File: config.mk
export PLATFORM = sky130hd
export DESIGN_NAME = button_event_tracker
export DESIGN_NICKNAME = d
export VERILOG_FILES = /design/src/bet_pkg.sv /design/src/button_event_tracker.sv
export VERILOG_INCLUDE_DIRS = /design/src /design/src/src
export SDC_FILE = /design/constraint.sdc
export NUM_CORES = 1
export LEC_CHECK = 0
export BUFFER_PORTS_ARGS = -buffer_cell sky130_fd_sc_hd__buf_2
export CORE_MARGIN = 2
export CORE_UTILIZATION = 40
export CTS_CLUSTER_DIAMETER = 80
export DETAILED_ROUTE_END_ITERATION = 6
export PLACE_DENSITY = 0.61
export SLEW_MARGIN = 5
export SYNTH_ARGS = -nofsm -noshare
export SYNTH_HDL_FRONTEND = slang
export SYNTH_SLANG_ARGS = --single-unit
File: constraint.sdc
create_clock -name clock -period 7.3 [get_ports clock]
set_input_delay 0 -clock clock [delete_from_list [all_inputs] [get_ports clock]]
set_output_delay 0 -clock clock [all_outputs]
set_load 0.02 [all_outputs]
File: src/button_event_tracker_assert.svh
// ---------------------------------------------------------------------------
// button_event_tracker assertion macros
// clocked on clock, disabled while reset is high
// ---------------------------------------------------------------------------
`ifndef BUTTON_EVENT_TRACKER_ASSERT_SVH
`define BUTTON_EVENT_TRACKER_ASSERT_SVH

// consequent checked in the same cycle
`define BET_ASSERT_SAME(label, ante, cons, msg) \
   label: assert property (@(posedge clock) disable iff (reset) (ante) |-> (cons)) \
      else $error(msg);

// consequent checked in the next cycle
`define BET_ASSERT_NEXT(label, ante, cons, msg) \
   label: assert property (@(posedge clock) disable iff (reset) (ante) |=> (cons)) \
      else $error(msg);

`endif

File: src/bet_pkg.sv
// ---------------------------------------------------------------------------
// bet_pkg
// types and constants shared by the button event tracker
// ---------------------------------------------------------------------------
package bet_pkg;

   localparam int TICK_WIDTH_DEFAULT  = 32;
   localparam int COUNT_WIDTH_DEFAULT = 32;

   localparam logic [15:0] TAP_TICKS_RESET = 16'd55;

   // power-key event byte
   localparam logic [7:0] EVT_MASK        = 8'h3C;
   localparam logic [7:0] EVT_PRESS_BIT   = 8'h20;
   localparam logic [7:0] EVT_RELEASE_BIT = 8'h10;
   localparam logic [7:0] EVT_SHORT_BIT   = 8'h04;
   localparam logic [7:0] EVT_LONG_BIT    = 8'h08;

   // request kinds
   localparam logic REQ_POLL  = 1'b0;
   localparam logic REQ_SYNTH = 1'b1;

   // synthetic button codes
   localparam logic [1:0] BTN_BOOT    = 2'd0;
   localparam logic [1:0] BTN_USER    = 2'd1;
   localparam logic [1:0] BTN_POWER   = 2'd2;
   localparam logic [1:0] BTN_INVALID = 2'd3;

   typedef struct packed {
      logic        req_type;
      logic [31:0] now_tick;
      logic        boot_level;
      logic        user_level;
      logic [7:0]  pmic_status;
      logic [1:0]  synth_button;
      logic [31:0] hold_ticks;
   } req_data_type;

   typedef struct packed {
      logic        boot_down;
      logic        user_down;
      logic        pwr_down;
      logic [31:0] boot_total;
      logic [31:0] user_total;
      logic [31:0] pwr_total;
      logic [7:0]  status_clear;
      logic        accepted;
   } rsp_data_type;

endpackage

File: src/button_event_tracker.sv
// ---------------------------------------------------------------------------
// button_event_tracker
// tracks boot, user and power buttons from poll and synthetic press requests
// ---------------------------------------------------------------------------
//  channel   | ports                          | direction
//  ----------+--------------------------------+----------
//  request   | req_valid, req_stall, req_data | in
//  response  | rsp_valid, rsp_stall, rsp_data | out
//  csr       | csr_wr_en, csr_wr_data         | in
//
//  one request per cycle while req_stall is low, one response per request:
//  the state update and the response are formed in the cycle of acceptance.
//  the response side has an output register plus one skid entry, so a
//  request is taken while one response waits; req_stall rises only when
//  both entries are full. synchronous reset clears all tracker state and
//  restores tap_ticks_ff to 55.
// ---------------------------------------------------------------------------
`include "button_event_tracker_assert.svh"

module button_event_tracker #(
   parameter int TICK_WIDTH  = bet_pkg::TICK_WIDTH_DEFAULT,
   parameter int COUNT_WIDTH = bet_pkg::COUNT_WIDTH_DEFAULT
) (
   input  logic                  clock,
   input  logic                  reset,
   input  logic                  req_valid,
   output logic                  req_stall,
   input  bet_pkg::req_data_type req_data,
   output logic                  rsp_valid,
   input  logic                  rsp_stall,
   output bet_pkg::rsp_data_type rsp_data,
   input  logic                  csr_wr_en,
   input  logic [15:0]           csr_wr_data
);

   localparam int SUM_WIDTH = (TICK_WIDTH > 33) ? TICK_WIDTH : 33;

   logic [15:0]            tap_ticks_ff;
   logic                   prev_boot_ff, prev_boot_in;
   logic                   prev_user_ff, prev_user_in;
   logic [COUNT_WIDTH-1:0] boot_cnt_ff, boot_cnt_in;
   logic [COUNT_WIDTH-1:0] user_cnt_ff, user_cnt_in;
   logic [COUNT_WIDTH-1:0] pwr_cnt_ff, pwr_cnt_in;
   logic                   boot_held_ff, boot_held_in;
   logic                   user_held_ff, user_held_in;
   logic                   pwr_held_ff, pwr_held_in;
   logic [TICK_WIDTH-1:0]  boot_end_ff, boot_end_in;
   logic [TICK_WIDTH-1:0]  user_end_ff, user_end_in;
   logic [TICK_WIDTH-1:0]  pwr_end_ff, pwr_end_in;

   logic                   rsp_valid_ff;
   logic                   skid_valid_ff;
   bet_pkg::rsp_data_type  rsp_data_ff;
   bet_pkg::rsp_data_type  skid_data_ff;
   bet_pkg::rsp_data_type  result;

   logic                   req_acc;
   logic                   rsp_take;
   logic [TICK_WIDTH-1:0]  now_t;
   logic [31:0]            window;
   logic [TICK_WIDTH-1:0]  end_tick;
   logic                   boot_dn, user_dn;
   logic [7:0]             evt;
   logic                   pwr_expired;
   logic                   pwr_active;
   logic [TICK_WIDTH-1:0]  pwr_end_mid;
   logic                   pwr_held_mid;
   logic                   ok;

   assign req_acc  = req_valid && !skid_valid_ff;
   assign rsp_take = rsp_valid_ff && !rsp_stall;

   assign now_t    = TICK_WIDTH'(req_data.now_tick);
   assign window   = (req_data.hold_ticks == 32'd0) ? 32'(tap_ticks_ff) : req_data.hold_ticks;
   assign end_tick = TICK_WIDTH'(SUM_WIDTH'(req_data.now_tick) + SUM_WIDTH'(window));
   assign boot_dn  = ~req_data.boot_level;
   assign user_dn  = ~req_data.user_level;
   assign evt      = req_data.pmic_status & bet_pkg::EVT_MASK;

   // power window expiry happens before the event byte is applied
   assign pwr_expired  = (pwr_end_ff != '0) && (now_t >= pwr_end_ff);
   assign pwr_end_mid  = pwr_expired ? '0 : pwr_end_ff;
   assign pwr_held_mid = pwr_expired ? 1'b0 : pwr_held_ff;
   assign pwr_active   = (pwr_end_mid != '0) && (now_t < pwr_end_mid);

   always_comb begin
      prev_boot_in = prev_boot_ff;
      prev_user_in = prev_user_ff;
      boot_cnt_in  = boot_cnt_ff;
      user_cnt_in  = user_cnt_ff;
      pwr_cnt_in   = pwr_cnt_ff;
      boot_held_in = boot_held_ff;
      user_held_in = user_held_ff;
      pwr_held_in  = pwr_held_ff;
      boot_end_in  = boot_end_ff;
      user_end_in  = user_end_ff;
      pwr_end_in   = pwr_end_ff;
      ok           = 1'b1;
      if (req_data.req_type == bet_pkg::REQ_POLL) begin
         if (boot_dn && !prev_boot_ff) begin
            boot_cnt_in = boot_cnt_ff + 1'b1;
         end
         if (user_dn && !prev_user_ff) begin
            user_cnt_in = user_cnt_ff + 1'b1;
         end
         prev_boot_in = boot_dn;
         prev_user_in = user_dn;
         if (now_t >= boot_end_ff) begin
            boot_held_in = boot_dn;
         end
         if (now_t >= user_end_ff) begin
            user_held_in = user_dn;
         end
         pwr_end_in  = pwr_end_mid;
         pwr_held_in = pwr_held_mid;
         if ((evt & (bet_pkg::EVT_PRESS_BIT | bet_pkg::EVT_SHORT_BIT
                     | bet_pkg::EVT_LONG_BIT)) != 8'd0) begin
            pwr_cnt_in = pwr_cnt_ff + 1'b1;
         end
         // release wins over press when both bits are set
         if (!pwr_active) begin
            if ((evt & bet_pkg::EVT_RELEASE_BIT) != 8'd0) begin
               pwr_held_in = 1'b0;
            end else if ((evt & bet_pkg::EVT_PRESS_BIT) != 8'd0) begin
               pwr_held_in = 1'b1;
            end
         end
      end else begin
         unique case (req_data.synth_button)
            bet_pkg::BTN_BOOT: begin
               boot_cnt_in  = boot_cnt_ff + 1'b1;
               boot_held_in = 1'b1;
               boot_end_in  = end_tick;
            end
            bet_pkg::BTN_USER: begin
               user_cnt_in  = user_cnt_ff + 1'b1;
               user_held_in = 1'b1;
               user_end_in  = end_tick;
            end
            bet_pkg::BTN_POWER: begin
               pwr_cnt_in  = pwr_cnt_ff + 1'b1;
               pwr_held_in = 1'b1;
               pwr_end_in  = end_tick;
            end
            default: begin
               ok = 1'b0;
            end
         endcase
      end
   end

   always_comb begin
      result.boot_down    = boot_held_in;
      result.user_down    = user_held_in;
      result.pwr_down     = pwr_held_in;
      result.boot_total   = 32'(boot_cnt_in);
      result.user_total   = 32'(user_cnt_in);
      result.pwr_total    = 32'(pwr_cnt_in);
      result.status_clear = (req_data.req_type == bet_pkg::REQ_POLL) ? evt : 8'd0;
      result.accepted     = ok;
   end

   always_ff @(posedge clock) begin
      if (reset) begin
         tap_ticks_ff <= bet_pkg::TAP_TICKS_RESET;
      end else if (csr_wr_en) begin
         tap_ticks_ff <= csr_wr_data;
      end
   end

   always_ff @(posedge clock) begin
      if (reset) begin
         prev_boot_ff <= 1'b0;
         prev_user_ff <= 1'b0;
         boot_cnt_ff  <= '0;
         user_cnt_ff  <= '0;
         pwr_cnt_ff   <= '0;
         boot_held_ff <= 1'b0;
         user_held_ff <= 1'b0;
         pwr_held_ff  <= 1'b0;
         boot_end_ff  <= '0;
         user_end_ff  <= '0;
         pwr_end_ff   <= '0;
      end else if (req_acc) begin
         prev_boot_ff <= prev_boot_in;
         prev_user_ff <= prev_user_in;
         boot_cnt_ff  <= boot_cnt_in;
         user_cnt_ff  <= user_cnt_in;
         pwr_cnt_ff   <= pwr_cnt_in;
         boot_held_ff <= boot_held_in;
         user_held_ff <= user_held_in;
         pwr_held_ff  <= pwr_held_in;
         boot_end_ff  <= boot_end_in;
         user_end_ff  <= user_end_in;
         pwr_end_ff   <= pwr_end_in;
      end
   end

   // output register with one skid entry behind it
   always_ff @(posedge clock) begin
      if (reset) begin
         rsp_valid_ff  <= 1'b0;
         skid_valid_ff <= 1'b0;
      end else begin
         if (rsp_take || !rsp_valid_ff) begin
            if (skid_valid_ff) begin
               rsp_valid_ff  <= 1'b1;
               skid_valid_ff <= 1'b0;
            end else begin
               rsp_valid_ff <= req_acc;
            end
         end else if (req_acc) begin
            skid_valid_ff <= 1'b1;
         end
      end
   end

   always_ff @(posedge clock) begin
      if (rsp_take || !rsp_valid_ff) begin
         if (skid_valid_ff) begin
            rsp_data_ff <= skid_data_ff;
         end else if (req_acc) begin
            rsp_data_ff <= result;
         end
      end else if (req_acc) begin
         skid_data_ff <= result;
      end
   end

   assign req_stall = skid_valid_ff;
   assign rsp_valid = rsp_valid_ff;
   assign rsp_data  = rsp_data_ff;

   `BET_ASSERT_SAME(a_skid_behind_main, skid_valid_ff, rsp_valid_ff, "skid full with empty output")
   `BET_ASSERT_NEXT(a_stalled_accept_skids, req_acc && rsp_valid_ff && rsp_stall, skid_valid_ff, "stalled accept not held in skid")
   `BET_ASSERT_NEXT(a_pwr_window_closes, req_acc && (req_data.req_type == bet_pkg::REQ_POLL) && pwr_expired, pwr_end_ff == '0, "power window not closed on expiry")

endmodule

==> Yosys cells after proc, flatten, opt, wreduce, memory -nomap -nowiden <==
Cells that the tools add are included.
{ "word_totals": {"ff_bits": 431} }
{ "classes": {"n_bitwise": 4, "mux": 31, "n_addsub": 4, "order_cmp": 4, "reduce_logical": 26, "n_eq_ne": 3} }
{ "ops": {"columns": ["operator", "n"], "rows": [
  ["32-bit two-way mux", 13],
  ["108-bit two-way mux", 2],
  ["32-bit by 1-bit adder with 32-bit output, second input constant", 3],
  ["32-bit >= comparator", 3],
  ["32-bit nonzero test", 2],
  ["32-bit adder", 1],
  ["32-bit zero test", 1],
  ["32-bit < comparator", 1],
  ["1-bit two-way mux", 15],
  ["2-bit AND reduction", 4],
  ["8-bit nonzero test", 1],
  ["1-bit logical AND", 6],
  ["6-bit two-way mux", 1],
  ["3-bit AND reduction", 2],
  ["1-bit zero test", 5],
  ["1-bit inverter", 4],
  ["3-bit OR reduction", 1],
  ["2-bit by 1-bit equality test with 1-bit output, second input constant", 1],
  ["2-bit equality test, second input constant", 1],
  ["2-bit zero test", 1],
  ["2-bit by 1-bit != test with 1-bit output, second input constant", 1],
  ["2-bit nonzero test", 1],
  ["2-bit OR reduction", 1],
  ["1-bit logical OR", 1]
]} }

==> Logic depth before layout (Yosys ltp) <==
Gate-level depths: netlist of run 1.
{ "logic_depth": {"word_depth": 9, "ltp_mapped": 20, "ltp_nobuf": 19} }

==> Worst setup path after synthesis of run 1 <==
No wires, ideal clock.
{ "synth_path": {"path_type": "register to register", "from": "register skid_valid_ff, in the netlist req_stall", "to": "register rsp_data_ff (netlist bit rsp_data[0]), enable pin", "setup_slack_ns": 0.191, "path_stages_with_launch": 6, "arrival_time_ns": 6.509, "path_cell_list": "dfxtp_1 -> clkbuf_1 -> clkbuf_1 -> clkbuf_1 -> nor2_1 -> a21oi_1"} }
{ "synth_between": {"elab_chain_len": 4} }
{ "synth_rtl": {"columns": ["element", "line", "rtl"], "rows": [
  ["start, declared", "button_event_tracker.sv:52", "logic skid_valid_ff;"],
  ["start signal, assigned", "button_event_tracker.sv:203", "skid_valid_ff <= 1'b0;"],
  ["start signal, assigned", "button_event_tracker.sv:208", "skid_valid_ff <= 1'b0;"],
  ["start signal, assigned", "button_event_tracker.sv:213", "skid_valid_ff <= 1'b1;"],
  ["1-bit zero test", "button_event_tracker.sv:70", "assign req_acc = req_valid && !skid_valid_ff;"],
  ["1-bit logical AND", "button_event_tracker.sv:70", null],
  ["2-bit nonzero test (no line) (*)", null, null],
  ["2-bit AND reduction (no line) (*)", null, null],
  ["end signal, assigned", "button_event_tracker.sv:221", "rsp_data_ff <= skid_data_ff;"],
  ["end signal, assigned", "button_event_tracker.sv:223", "rsp_data_ff <= result;"],
  ["end, declared", "button_event_tracker.sv:53", "bet_pkg::rsp_data_type rsp_data_ff;"]
]} }
Mark *: on every way between the ends. The rest lies on a longest branch, timed or not.
A chain may end at the register's enable or synchronous reset.

==> Worst setup path in the final report of run 1 <==
{ "layout_path": {"from": "register pwr_end_ff[23]", "to": "register rsp_data_ff (netlist bit rsp_data[105]) (data pin)"} }
{ "layout_between": {"elab_chain_len": 9, "word_cells_on_any_way": 14, "classes_between": "order compare (2); mux (8); reduce/logical (4)"} }
{ "layout_rtl": {"columns": ["element", "line", "rtl"], "rows": [
  ["start, declared", "button_event_tracker.sv:49", "logic [TICK_WIDTH-1:0] pwr_end_ff, pwr_end_in;"],
  ["start signal, assigned", "button_event_tracker.sv:195", "pwr_end_ff <= pwr_end_in;"],
  ["32-bit >= comparator or 32-bit nonzero test (tied branches)", "button_event_tracker.sv:81", "assign pwr_expired = (pwr_end_ff != '0) && (now_t >= pwr_end_ff);"],
  ["1-bit logical AND", "button_event_tracker.sv:81", null],
  ["32-bit two-way mux or 1-bit two-way mux (tied branches)", "button_event_tracker.sv:82, button_event_tracker.sv:83", null],
  ["32-bit < comparator, or another cell as far along", "button_event_tracker.sv:84", "assign pwr_active = (pwr_end_mid != '0) && (now_t < pwr_end_mid);"],
  ["1-bit logical AND or 1-bit two-way mux (tied branches)", "button_event_tracker.sv:84, button_event_tracker.sv:122", null],
  ["1-bit two-way mux (*)", "button_event_tracker.sv:121", "if (!pwr_active) begin"],
  ["1-bit two-way mux (*)", "button_event_tracker.sv:99", "if (req_data.req_type == bet_pkg::REQ_POLL) begin"],
  ["net pwr_held_in", "button_event_tracker.sv:46", "logic pwr_held_ff, pwr_held_in;"],
  ["108-bit two-way mux (*)", "button_event_tracker.sv:222", "end else if (req_acc) begin"],
  ["108-bit two-way mux (*)", "button_event_tracker.sv:220", "if (skid_valid_ff) begin"]
]} }
Mark *: on every way through the listed nets, which the timed path passes. The rest lies on a longest branch. The select of a mux whose other input is x is not followed.

==> results of run 1 <==
how the worst max path moves through the flow:
stage                      endpoint  slack (ns)           start
floorplan               rsp_data[0]        0.19       req_stall
global placement    user_end_ff[31]        2.25    req_data[22]
detailed placement      pwr_held_ff        2.07  pwr_end_ff[23]
CTS                     pwr_held_ff        2.03  pwr_end_ff[23]
global route          rsp_data[105]        1.63  pwr_end_ff[23]
finish                rsp_data[105]        2.04  pwr_end_ff[23]
worst max-delay path: cells and delay by family (launching register included):
kind                       cells  cell delay, ns
muxes                          1            0.29
DFF                            1            0.42
and+or+nand+nor                6            1.39
AOI/OAI and AO/OA              9            2.29
buffers and inverters          1            0.07
adders and majority gates      2            0.56
flip-flops by register name, summed over array words and instances, names as in the netlist:
signal,flops
pwr_held_ff,1
boot_end_ff,32
rsp_valid,1
pwr_cnt_ff,32
pwr_end_ff,32
user_held_ff,1
boot_held_ff,1
user_end_ff,32
prev_boot_ff,1
tap_ticks_ff,16
req_stall,1
prev_user_ff,1
skid_data_ff,104
rsp_data,104
user_cnt_ff,32
boot_cnt_ff,32
cell families after synthesis:
kind of cell | share of synthesized area
AO/OA/AOI/OAI | 0.0978
XOR/XNOR | 0.0775
adder cells (fa/ha/maj) | 0.0910
buffers and inverters | 0.0390
flip-flops | 0.472
multiplexers | 0.0602
other | 0.000168
AND/OR/NAND/NOR | 0.162
area by class of cell:
type | count | area, um2
clock buffer | 59 | 1300
timing repair buffer | 279 | 1760
clock inverter | 29 | 265
tap | 748 | 936
inverter | 110 | 413
fill | 5125 | 29000
sequential | 423 | 10600
antenna | 1 | 2.50
multi-input combinational | 1611 | 11000
cell usage in the layout (no fill, tap or decap), types with 105 or more instances in the layout:
cell / synthesis / final
nor2_1: 213 / 210
nand2_1: 262 / 262
xor2_1: 105 / 105
ha_1: 161 / 161
edfxtp_1: 208 / 208
dfxtp_1: 215 / 214
mux2_2: 108 / 108
buf_2: 0 / 198
a21oi_1: 128 / 127
inv_1: 109 / 109
metal layers:
| metal | wire length, um | vias to the layer above |
|---|---|---|
| li1 | - | 8408 |
| met1 | 24800 | 8234 |
| met2 | 25600 | 437 |
| met3 | 2980 | 100 |
| met4 | 1580 | 4 |
| met5 | 27 | - |
cell usage after synthesis, types with 4 or more instances:
master      n  share of area
a211o_1     8         0.0031
a211oi_1   24         0.0081
a21o_1     49          0.016
a21oi_1   128          0.029
a22oi_1    25         0.0084
a31oi_1     8         0.0022
and2_1      6         0.0017
and3_1     25         0.0070
and4_1      7         0.0027
buf_1       6         0.0010
buf_4       5         0.0017
clkbuf_1  103          0.017
dfxtp_1   215           0.19
edfxtp_1  208           0.28
ha_1      161          0.090
inv_1     109          0.018
mux2_2    108          0.054
mux2i_1    13         0.0058
nand2_1   262          0.044
nand2b_1   11         0.0031
nand3_1    53          0.012
nand3b_1    8         0.0027
nand4_1    49          0.014
nor2_1    213          0.036
nor2b_1    17         0.0048
nor3_1     48          0.011
nor4_1     28         0.0078
o211ai_1    6         0.0020
o21a_1      4         0.0013
o21ai_0    61          0.014
o21bai_1    6         0.0020
o31ai_1    15         0.0050
or2_2       5         0.0014
or3_1      29         0.0081
xnor2_1    91          0.036
xor2_1    105          0.041
through the flow:
step	power, mW	utilization	std cells
final	5.72	0.475	3260
after detailed placement	3.34	0.435	3108
after floorplan	3.11	-	2259
after global routing	5.96	0.475	3260
after global placement	3.32	0.435	3108
after CTS	5.79	0.475	3259
power by group:
group	total (mW)	internal [mW]	leakage [nW]	switching [mW]
sequential	2.61	2.57	3.64	0.0385
clock	2.40	1.39	0.773	1.01
combinational	0.713	0.261	5.59	0.452
==> results_dict.tcl, run 1 <==
set metrics [dict create \
    ys_warn_count 0 \
    overflow 0 \
    core_area_um2 55200 \
    cts_tree "done" \
    p_leak_nw 10.0 \
    timing.final.hold_violations 0 \
    regToRegEndpoint "rsp_data[105]" \
    max_clock_freq_mhz 190 \
    grtUsageTotal 0.189 \
    grtUsageMet2 0.321 \
    async_reset_ff_frac 0 \
    critPathMaxStageDelay_ns 0.95 \
    crit_path_top_delay_cell "a21o_1" \
    dr_total_vias 17200 \
    clk_latency_ns 0.59 \
    hold_path_class "input port to register" \
    required_ns 7.64 \
    r2r_start "pwr_end_ff[23]" \
    holdPathEnd "user_end_ff[25]" \
    die_x_um 240 \
    cts_buffer_depth 3 \
    cp-start-kind "register" \
    grt_pass1_wl_um 87200 \
    detailedRoute.firstPassIterationCount 5 \
    wl_um 55000 \
    maxCapViolations 0 \
    grt_pass1_vias 16800 \
    netlist_area_um2 22400 \
    whs_ns 0.0605 \
    synth_seq_cells 423 \
    ys_seq_area_frac 0.472 \
    worstHoldStart "req_data[25]" \
    r2r_cells 19 \
    post_cts_resized 0 \
    min_period_ns 5.26 \
    routedWlPerCell_um 16.9 \
    cp.arrival_ns 5.60 \
    die_h_um 240 \
    ys.flop_type "dfxtp_1" \
    top_usage_layer "met2" \
    htreeDepth 2 \
    setup_tns_ns 0 \
    syn_avg_cell_area_um2 9.91 \
    status "finished, final reports clean" \
    rsz0062_at_grt "false" \
    grt_max_degree 87 \
    crit_path_max_fanout 33 \
    detail-route-antenna-nets 0 \
    rows 86 \
    cpMostUsedCell "o21ai_0" \
    syn_inst 2256 \
    power_density_nw_per_um2 218 \
    numPortBuffers 199 \
    start_util 0.405 \
    clk_pin_slew_worst_paths_ns 0.06 \
    r2r_slack_ns 2.04 \
    drtIter0Drc 938 \
    crit_chain "inv_1, ha_1, a21oi_1, o21ai_0, nand2b_1, a31oi_1, nor4_1, a21o_1, nand2_1, ha_1, nor4b_1, o21ai_0, a21oi_1, nor3_1, o31ai_1, nand3b_1, o21ai_0, a32oi_1, mux2_2" \
    viasPerCell 5.27 \
    hold_depth 5 \
    finalWeightedCongestion 0.871 \
    synth_edf_count 208 \
    placed_area_um2 24000 \
    fin_worst_skew_ns 0.0153 \
    drive_gt1_frac 0.169 \
    grt_use_met1 0.241 \
    cts_setup_buffers 0 \
    final_area_um2 26200 \
    drcViolationCount 0 \
    cts-buffers-inserted 48 \
    use_met3 0.0342 \
    period_share 0.721 \
    max-vdd-ir-drop_mv 0.149 \
    slew_violations 0 \
    io_pins 208 \
    dp_hpwl_um 38200 \
    die_area_um2 57800 \
    endpoint_kind "register" \
    cts-root-buf "clkbuf_16" \
    synthToLayoutAreaGrowth_pct 17.3 \
    setup_slack_ns 2.04 \
    grt_antenna_before_repair 3 \
    tightestPinTransition_ns 1.15 \
    setup_violations 0 \
    hold_buffers 63 \
    cts.sinks 423 \
    ys_types 66 \
    preCtsSetupSlack_ns 2.07 \
    max_slew_margin 0.236 \
    nets 2733 \
    path_class "register to register" \
]
Power figures use the tool's default switching activity.
==> inputs of run 2 (changes only) <==
- clock period: 7.3 -> 4.4 ns (I/O delays scaled with it)
==> run 2 against run 1 <==
Net effect: final cell count up 1.3%; clock power up 70%; global-route usage up 0.30 points; final area grew 1.6%; sequential power up 66%; clock skew increased by 0.0096 ns; first-iteration DRC count down 12%; critical endpoint unchanged.
==> results_dict.tcl, run 2 (synthesis gave the netlist of run 1 again) <==
set metrics [dict create \
    crit_path_max_fanout 16 \
    start_util 0.405 \
    grt_pass1_wl_um 88800 \
    endpoint_kind "register" \
    clk_latency_ns 0.59 \
    die_area_um2 57800 \
    required_ns 4.74 \
    cts-buffers-inserted 48 \
    wl_um 55600 \
    setup_tns_ns 0 \
    period_share 0.945 \
    crit_path_top_delay_cell "dfxtp_2" \
    setup_slack_ns 0.240 \
    max-vdd-ir-drop_mv 0.297 \
    grt_antenna_before_repair 1 \
    crit_chain "inv_1, ha_1, a21o_1, a21o_1, a21oi_1, nor2b_1, nor4_2, a21o_1, buf_4, nand2_1, ha_1, a21o_1, a21o_1, a21oi_1, o21ai_0, nand2_1, nand3b_1, o21ai_1, a32oi_1, mux2_2" \
    synthToLayoutAreaGrowth_pct 19.1 \
    die_x_um 240 \
    power_density_nw_per_um2 364 \
    hold_depth 5 \
    path_class "register to register" \
    cts_buffer_depth 3 \
    worstHoldStart "req_data[30]" \
    dp_hpwl_um 38800 \
    cp.arrival_ns 4.50 \
    r2r_cells 20 \
    min_period_ns 4.16 \
    grtUsageTotal 0.192 \
    grt_max_degree 118 \
    cpMostUsedCell "a21o_1" \
    layout.cells.most_common "nand2_1" \
    clk_pin_slew_worst_paths_ns 0.06 \
    grt_pass1_vias 17200 \
    regToRegEndpoint "rsp_data[105]" \
    finalWeightedCongestion 0.876 \
    htreeDepth 2 \
    tightestPinTransition_ns 1.21 \
    drcViolationCount 0 \
    max_clock_freq_mhz 240 \
    timing.final.hold_violations 0 \
    cts.sinks 423 \
    overflow 0 \
    die_h_um 240 \
    rsz0062_at_grt "true" \
    cp-start-kind "register" \
    final_cell_mix "nand2_1 (262), dfxtp_1 (213), nor2_1 (210), edfxtp_1 (208), buf_2 (198)" \
    holdPathEnd "user_end_ff[30]" \
    maxCapViolations 0 \
    routedWlPerCell_um 16.8 \
    io_pins 208 \
    cts_tree "done" \
    setup_violations 0 \
    r2r_slack_ns 0.24 \
    drive_gt1_frac 0.183 \
    detail-route-antenna-nets 0 \
    detailedRoute.firstPassIterationCount 5 \
    hold_path_class "input port to register" \
    preCtsSetupSlack_ns 0.135 \
    max_slew_margin 0.196 \
    nets 2773 \
    critPathMaxStageDelay_ns 0.35 \
    drtIter0Drc 825 \
    core_area_um2 55200 \
    fin_worst_skew_ns 0.0249 \
    numPortBuffers 199 \
    status "finished, final reports clean" \
    viasPerCell 5.21 \
    p_leak_nw 10.2 \
    slew_violations 0 \
    r2r_start "pwr_end_ff[13]" \
    p_total_mw 9.69 \
    dr_total_vias 17200 \
    cts-root-buf "clkbuf_16" \
    rows 86 \
]
-- run 2: cell count changes in the layout (fill, tap and decap cells not counted), sizes merged --
| cell | before | now |
|---|---|---|
| clkbuf | 59 | 67 |
| bufinv | 3 | 5 |
| inv | 112 | 111 |
| dlygate4sd3 | 63 | 62 |
| buf | 216 | 257 |
| clkinv | 21 | 15 |
| clkinvlp | 3 | 1 |
-- run 2: final cells by class --
type | count | area [um2]
Clock buffer | 67 | 1360
Inverter | 110 | 413
Clock inverter | 22 | 254
Sequential cell | 423 | 10600
Multi-Input combinational cell | 1611 | 11000
Timing Repair Buffer | 319 | 2100
Tap cell | 748 | 936
Antenna cell | 1 | 2.50
Fill cell | 5049 | 28600
-- run 2: worst max-delay path: cells and delay by family, from the launching register on --
kind,cells,cell delay [ns]
simple gates,5,0.69
flops,1,0.35
buf+inv,2,0.30
mux,1,0.29
compound gates,10,1.70
fa+ha+maj,2,0.60
-- run 2: repair_timing --
action / 4_1_cts / 5_1_grt
setup buffers: 0 / 4
gates resized for setup: 0 / 8
hold endpoints to repair: 59 / 0
hold buffers: 62 / 0
setup endpoints to repair: 0 / 3
-- run 2: layer usage --
metal,global-route usage,vias up,wire [um]
met5,0,-,0
met4,0.0636,0,1440
met3,0.0274,105,2380
met2,0.326,372,26300
met1,0.251,8229,25400
li1,-,8491,-
-- run 2: per-stage QoR --
step                instances  area (um2)   util  hold WS (ns)
floorplan                2259       22400      -        0.0956
finish                   3301       26600  0.482        0.0264
CTS                      3296       26600  0.481       0.00448
global placement         3145       24300  0.441         0.206
detailed placement       3145       24300  0.441         0.210
global route             3300       26600  0.482        0.0679
-- run 2: power by group --
part | internal (mW) | total, mW | switching [mW]
Sequential | 4.27 | 4.33 | 0.0629
Clock | 2.46 | 4.09 | 1.63
Combinational | 0.500 | 1.27 | 0.771
Total | 7.22 | 9.69 | 2.47
-- run 2: how the worst max path moves through the flow --
stage                         from              end  slack [ns]  cells past startpoint
floorplan                req_stall  skid_data_ff[0]        0.17                      5
global placement    pwr_end_ff[23]      pwr_held_ff        0.32                     20
detailed placement  pwr_end_ff[13]    rsp_data[105]        0.13                     20
CTS                 pwr_end_ff[13]    rsp_data[105]         0.1                     20
global route        pwr_end_ff[30]    rsp_data[105]       -0.04                     19
finish              pwr_end_ff[13]    rsp_data[105]        0.24                     20
==> inputs of run 3 (changes only) <==
- CORE_UTILIZATION: 40 -> 30
- CTS_BUF_LIST: unset -> sky130_fd_sc_hd__clkbuf_4
- PLACE_DENSITY: 0.61 -> 0.49
==> run 3 against run 2 <==
Net effect: global-route usage decreased by 3.2 points; first-iteration DRC count up 21%; register-to-register slack got worse by 0.07 ns; via count grew 5.5%; die area up 33%; clock power decreased by 6.6%; largest power group unchanged; worst setup slack worse by 0.069 ns; wire length rose by 12%; final area increased by 6.1%; maximum frequency decreased by 1.6%; final cell count is 15% higher; sequential power about the same.
==> results_dict.tcl, run 3 (synthesis gave the netlist of run 1 again) <==
set metrics [dict create \
    status "finished, final reports clean" \
    detailedRoute.firstPassIterationCount 5 \
    die_h_um 277 \
    critPathMaxStageDelay_ns 0.42 \
    grt_pass1_vias 18700 \
    cts-buffers-inserted 119 \
    power_density_nw_per_um2 339 \
    maxCapViolations 0 \
    hold_path_class "input port to register" \
    htreeDepth 3 \
    r2r_slack_ns 0.17 \
    dp_hpwl_um 42300 \
    synthToLayoutAreaGrowth_pct 26.4 \
    layout.cells.most_common "nand2_1" \
    r2r_start "pwr_end_ff[6]" \
    fillerInstances 7343 \
    finish.utilization 0.382 \
    regToRegEndpoint "rsp_data[105]" \
    endpoint_kind "register" \
    drive_gt1_frac 0.226 \
    whs_ns 0.118 \
    final_area_um2 28300 \
    cts.sinks 423 \
    numPortBuffers 199 \
    path_class "register to register" \
    routedWlPerCell_um 16.4 \
    cts-root-buf "clkbuf_4" \
    min_period_ns 4.23 \
    grt_max_degree 76 \
    finalWeightedCongestion 0.865 \
    crit_end "rsp_data[105]" \
    max_clock_freq_mhz 236 \
    cts_buffer_depth 3 \
    startpoint "pwr_end_ff[6]" \
    crit_path_top_delay_cell "dfxtp_1" \
    grt_antenna_before_repair 3 \
    grtUsageTotal 0.160 \
    crit_path_max_fanout 8 \
    die_area_um2 76700 \
    preCtsSetupSlack_ns -0.0255 \
    p_leak_nw 11.0 \
    fin_worst_skew_ns 0.0740 \
    cp.arrival_ns 4.92 \
    cts_tree "done" \
    rows 100 \
    cp-start-kind "register" \
    io_pins 208 \
    period_share 0.961 \
    core_area_um2 74100 \
    setup_slack_ns 0.171 \
    r2r_cells 19 \
    final_cell_mix "nand2_1 (262), nor2_1 (210), edfxtp_1 (208), dfxtp_1 (207), buf_2 (198)" \
    drcViolationCount 0 \
    wl_um 62200 \
    viasPerCell 4.79 \
    timing.final.hold_violations 0 \
    setup_violations 0 \
    max-vdd-ir-drop_mv 0.216 \
    overflow 0 \
    tightestPinTransition_ns 1.27 \
    die_x_um 277 \
    cts_setup_buffers 0 \
    detail-route-antenna-nets 0 \
    slew_violations 0 \
    placed_area_um2 24800 \
    dr_total_vias 18100 \
    clk_pin_slew_worst_paths_ns 0.07 \
    grt_pass1_wl_um 98500 \
    clk_latency_ns 0.88 \
    crit_chain "inv_1, ha_1, nand2_1, o21ai_0, nor4_1, o31ai_1, nand4_1, a21o_4, nand2_1, ha_1, nor4b_2, o21ai_1, a21oi_1, nor3_1, o31ai_2, nand3b_1, o31a_1, a32oi_2, mux2_2" \
    nets 2975 \
    drtIter0Drc 997 \
    required_ns 5.09 \
    max_slew_margin 0.155 \
    start_util 0.302 \
]
run 3: cell types whose count changed in the layout (fill, tap and decap cells not counted), sizes merged:
cell | before | now
diode | 1 | 3
clkbuf | 67 | 189
clkinv | 15 | 27
bufinv | 5 | 2
clkinvlp | 1 | 0
inv | 111 | 112
buf | 257 | 281
dlygate4sd3 | 62 | 169
run 3: timing repair:
action	CTS	global route
pin swaps	0	15
endpoints found under the hold margin	404	3
gates resized for setup	1	36
hold buffers	168	2
setup endpoints to repair	2	25
run 3: how the worst min path moves through the flow:
| stage | start | end | slack (ns) | cells after the start |
|---|---|---|---|---|
| final | req_data[61] | pwr_end_ff[20] | 0.12 | 7 |
| after global routing | req_data[59] | pwr_held_ff | 0.09 | 7 |
| after CTS | req_data[59] | pwr_held_ff | 0.02 | 7 |
| after detailed placement | csr_wr_data[5] | tap_ticks_ff[5] | 0.21 | 2 |
| after global placement | csr_wr_data[1] | tap_ticks_ff[1] | 0.21 | 2 |
| after floorplan | req_data[43] | prev_boot_ff | 0.1 | 1 |
run 3: worst max-delay path, delay by kind of cell, from the launching register on:
family / cells / cell delay [ns]
compound gates: 8 / 1.63
simple gates: 7 / 1.26
fa+ha+maj: 2 / 0.51
flops: 1 / 0.42
mux: 1 / 0.18
buf+inv: 1 / 0.06
run 3: layout make-up:
class / instances / area, um2 / share of cell area
timing repair buffer: 450 / 3320 / 0.117
antenna: 3 / 7.51 / 0.000266
sequential: 423 / 10600 / 0.374
multi-input combinational: 1611 / 11100 / 0.393
clock buffer: 189 / 1420 / 0.0502
clock inverter: 31 / 206 / 0.00730
tap: 969 / 1210 / 0.0429
inverter: 110 / 413 / 0.0146
run 3: metal layers:
| layer | track usage | part of all wire | up-vias |
|---|---|---|---|
| met3 | 0.0353 | 0.056 | 115 |
| met4 | 0.0562 | 0.025 | 0 |
| li1 | - | - | 8970 |
| met5 | 0 | 0 | - |
| met1 | 0.203 | 0.45 | 8609 |
| met2 | 0.267 | 0.47 | 450 |
run 3: power by group:
part	internal, mW	switching [mW]
logic	0.617	0.830
clock network	2.07	1.75
registers	4.27	0.0616
total	6.95	2.64
run 3: through the flow:
stage	power [mW]	instances	setup TNS [ns]
2_1_floorplan	5.16	2259	0
3_3_place_gp	5.64	3394	0
3_5_place_dp	5.67	3394	-0.0255
4_1_cts	9.74	3782	0
5_1_grt	10.2	3786	-0.122
6_report	9.59	3786	0
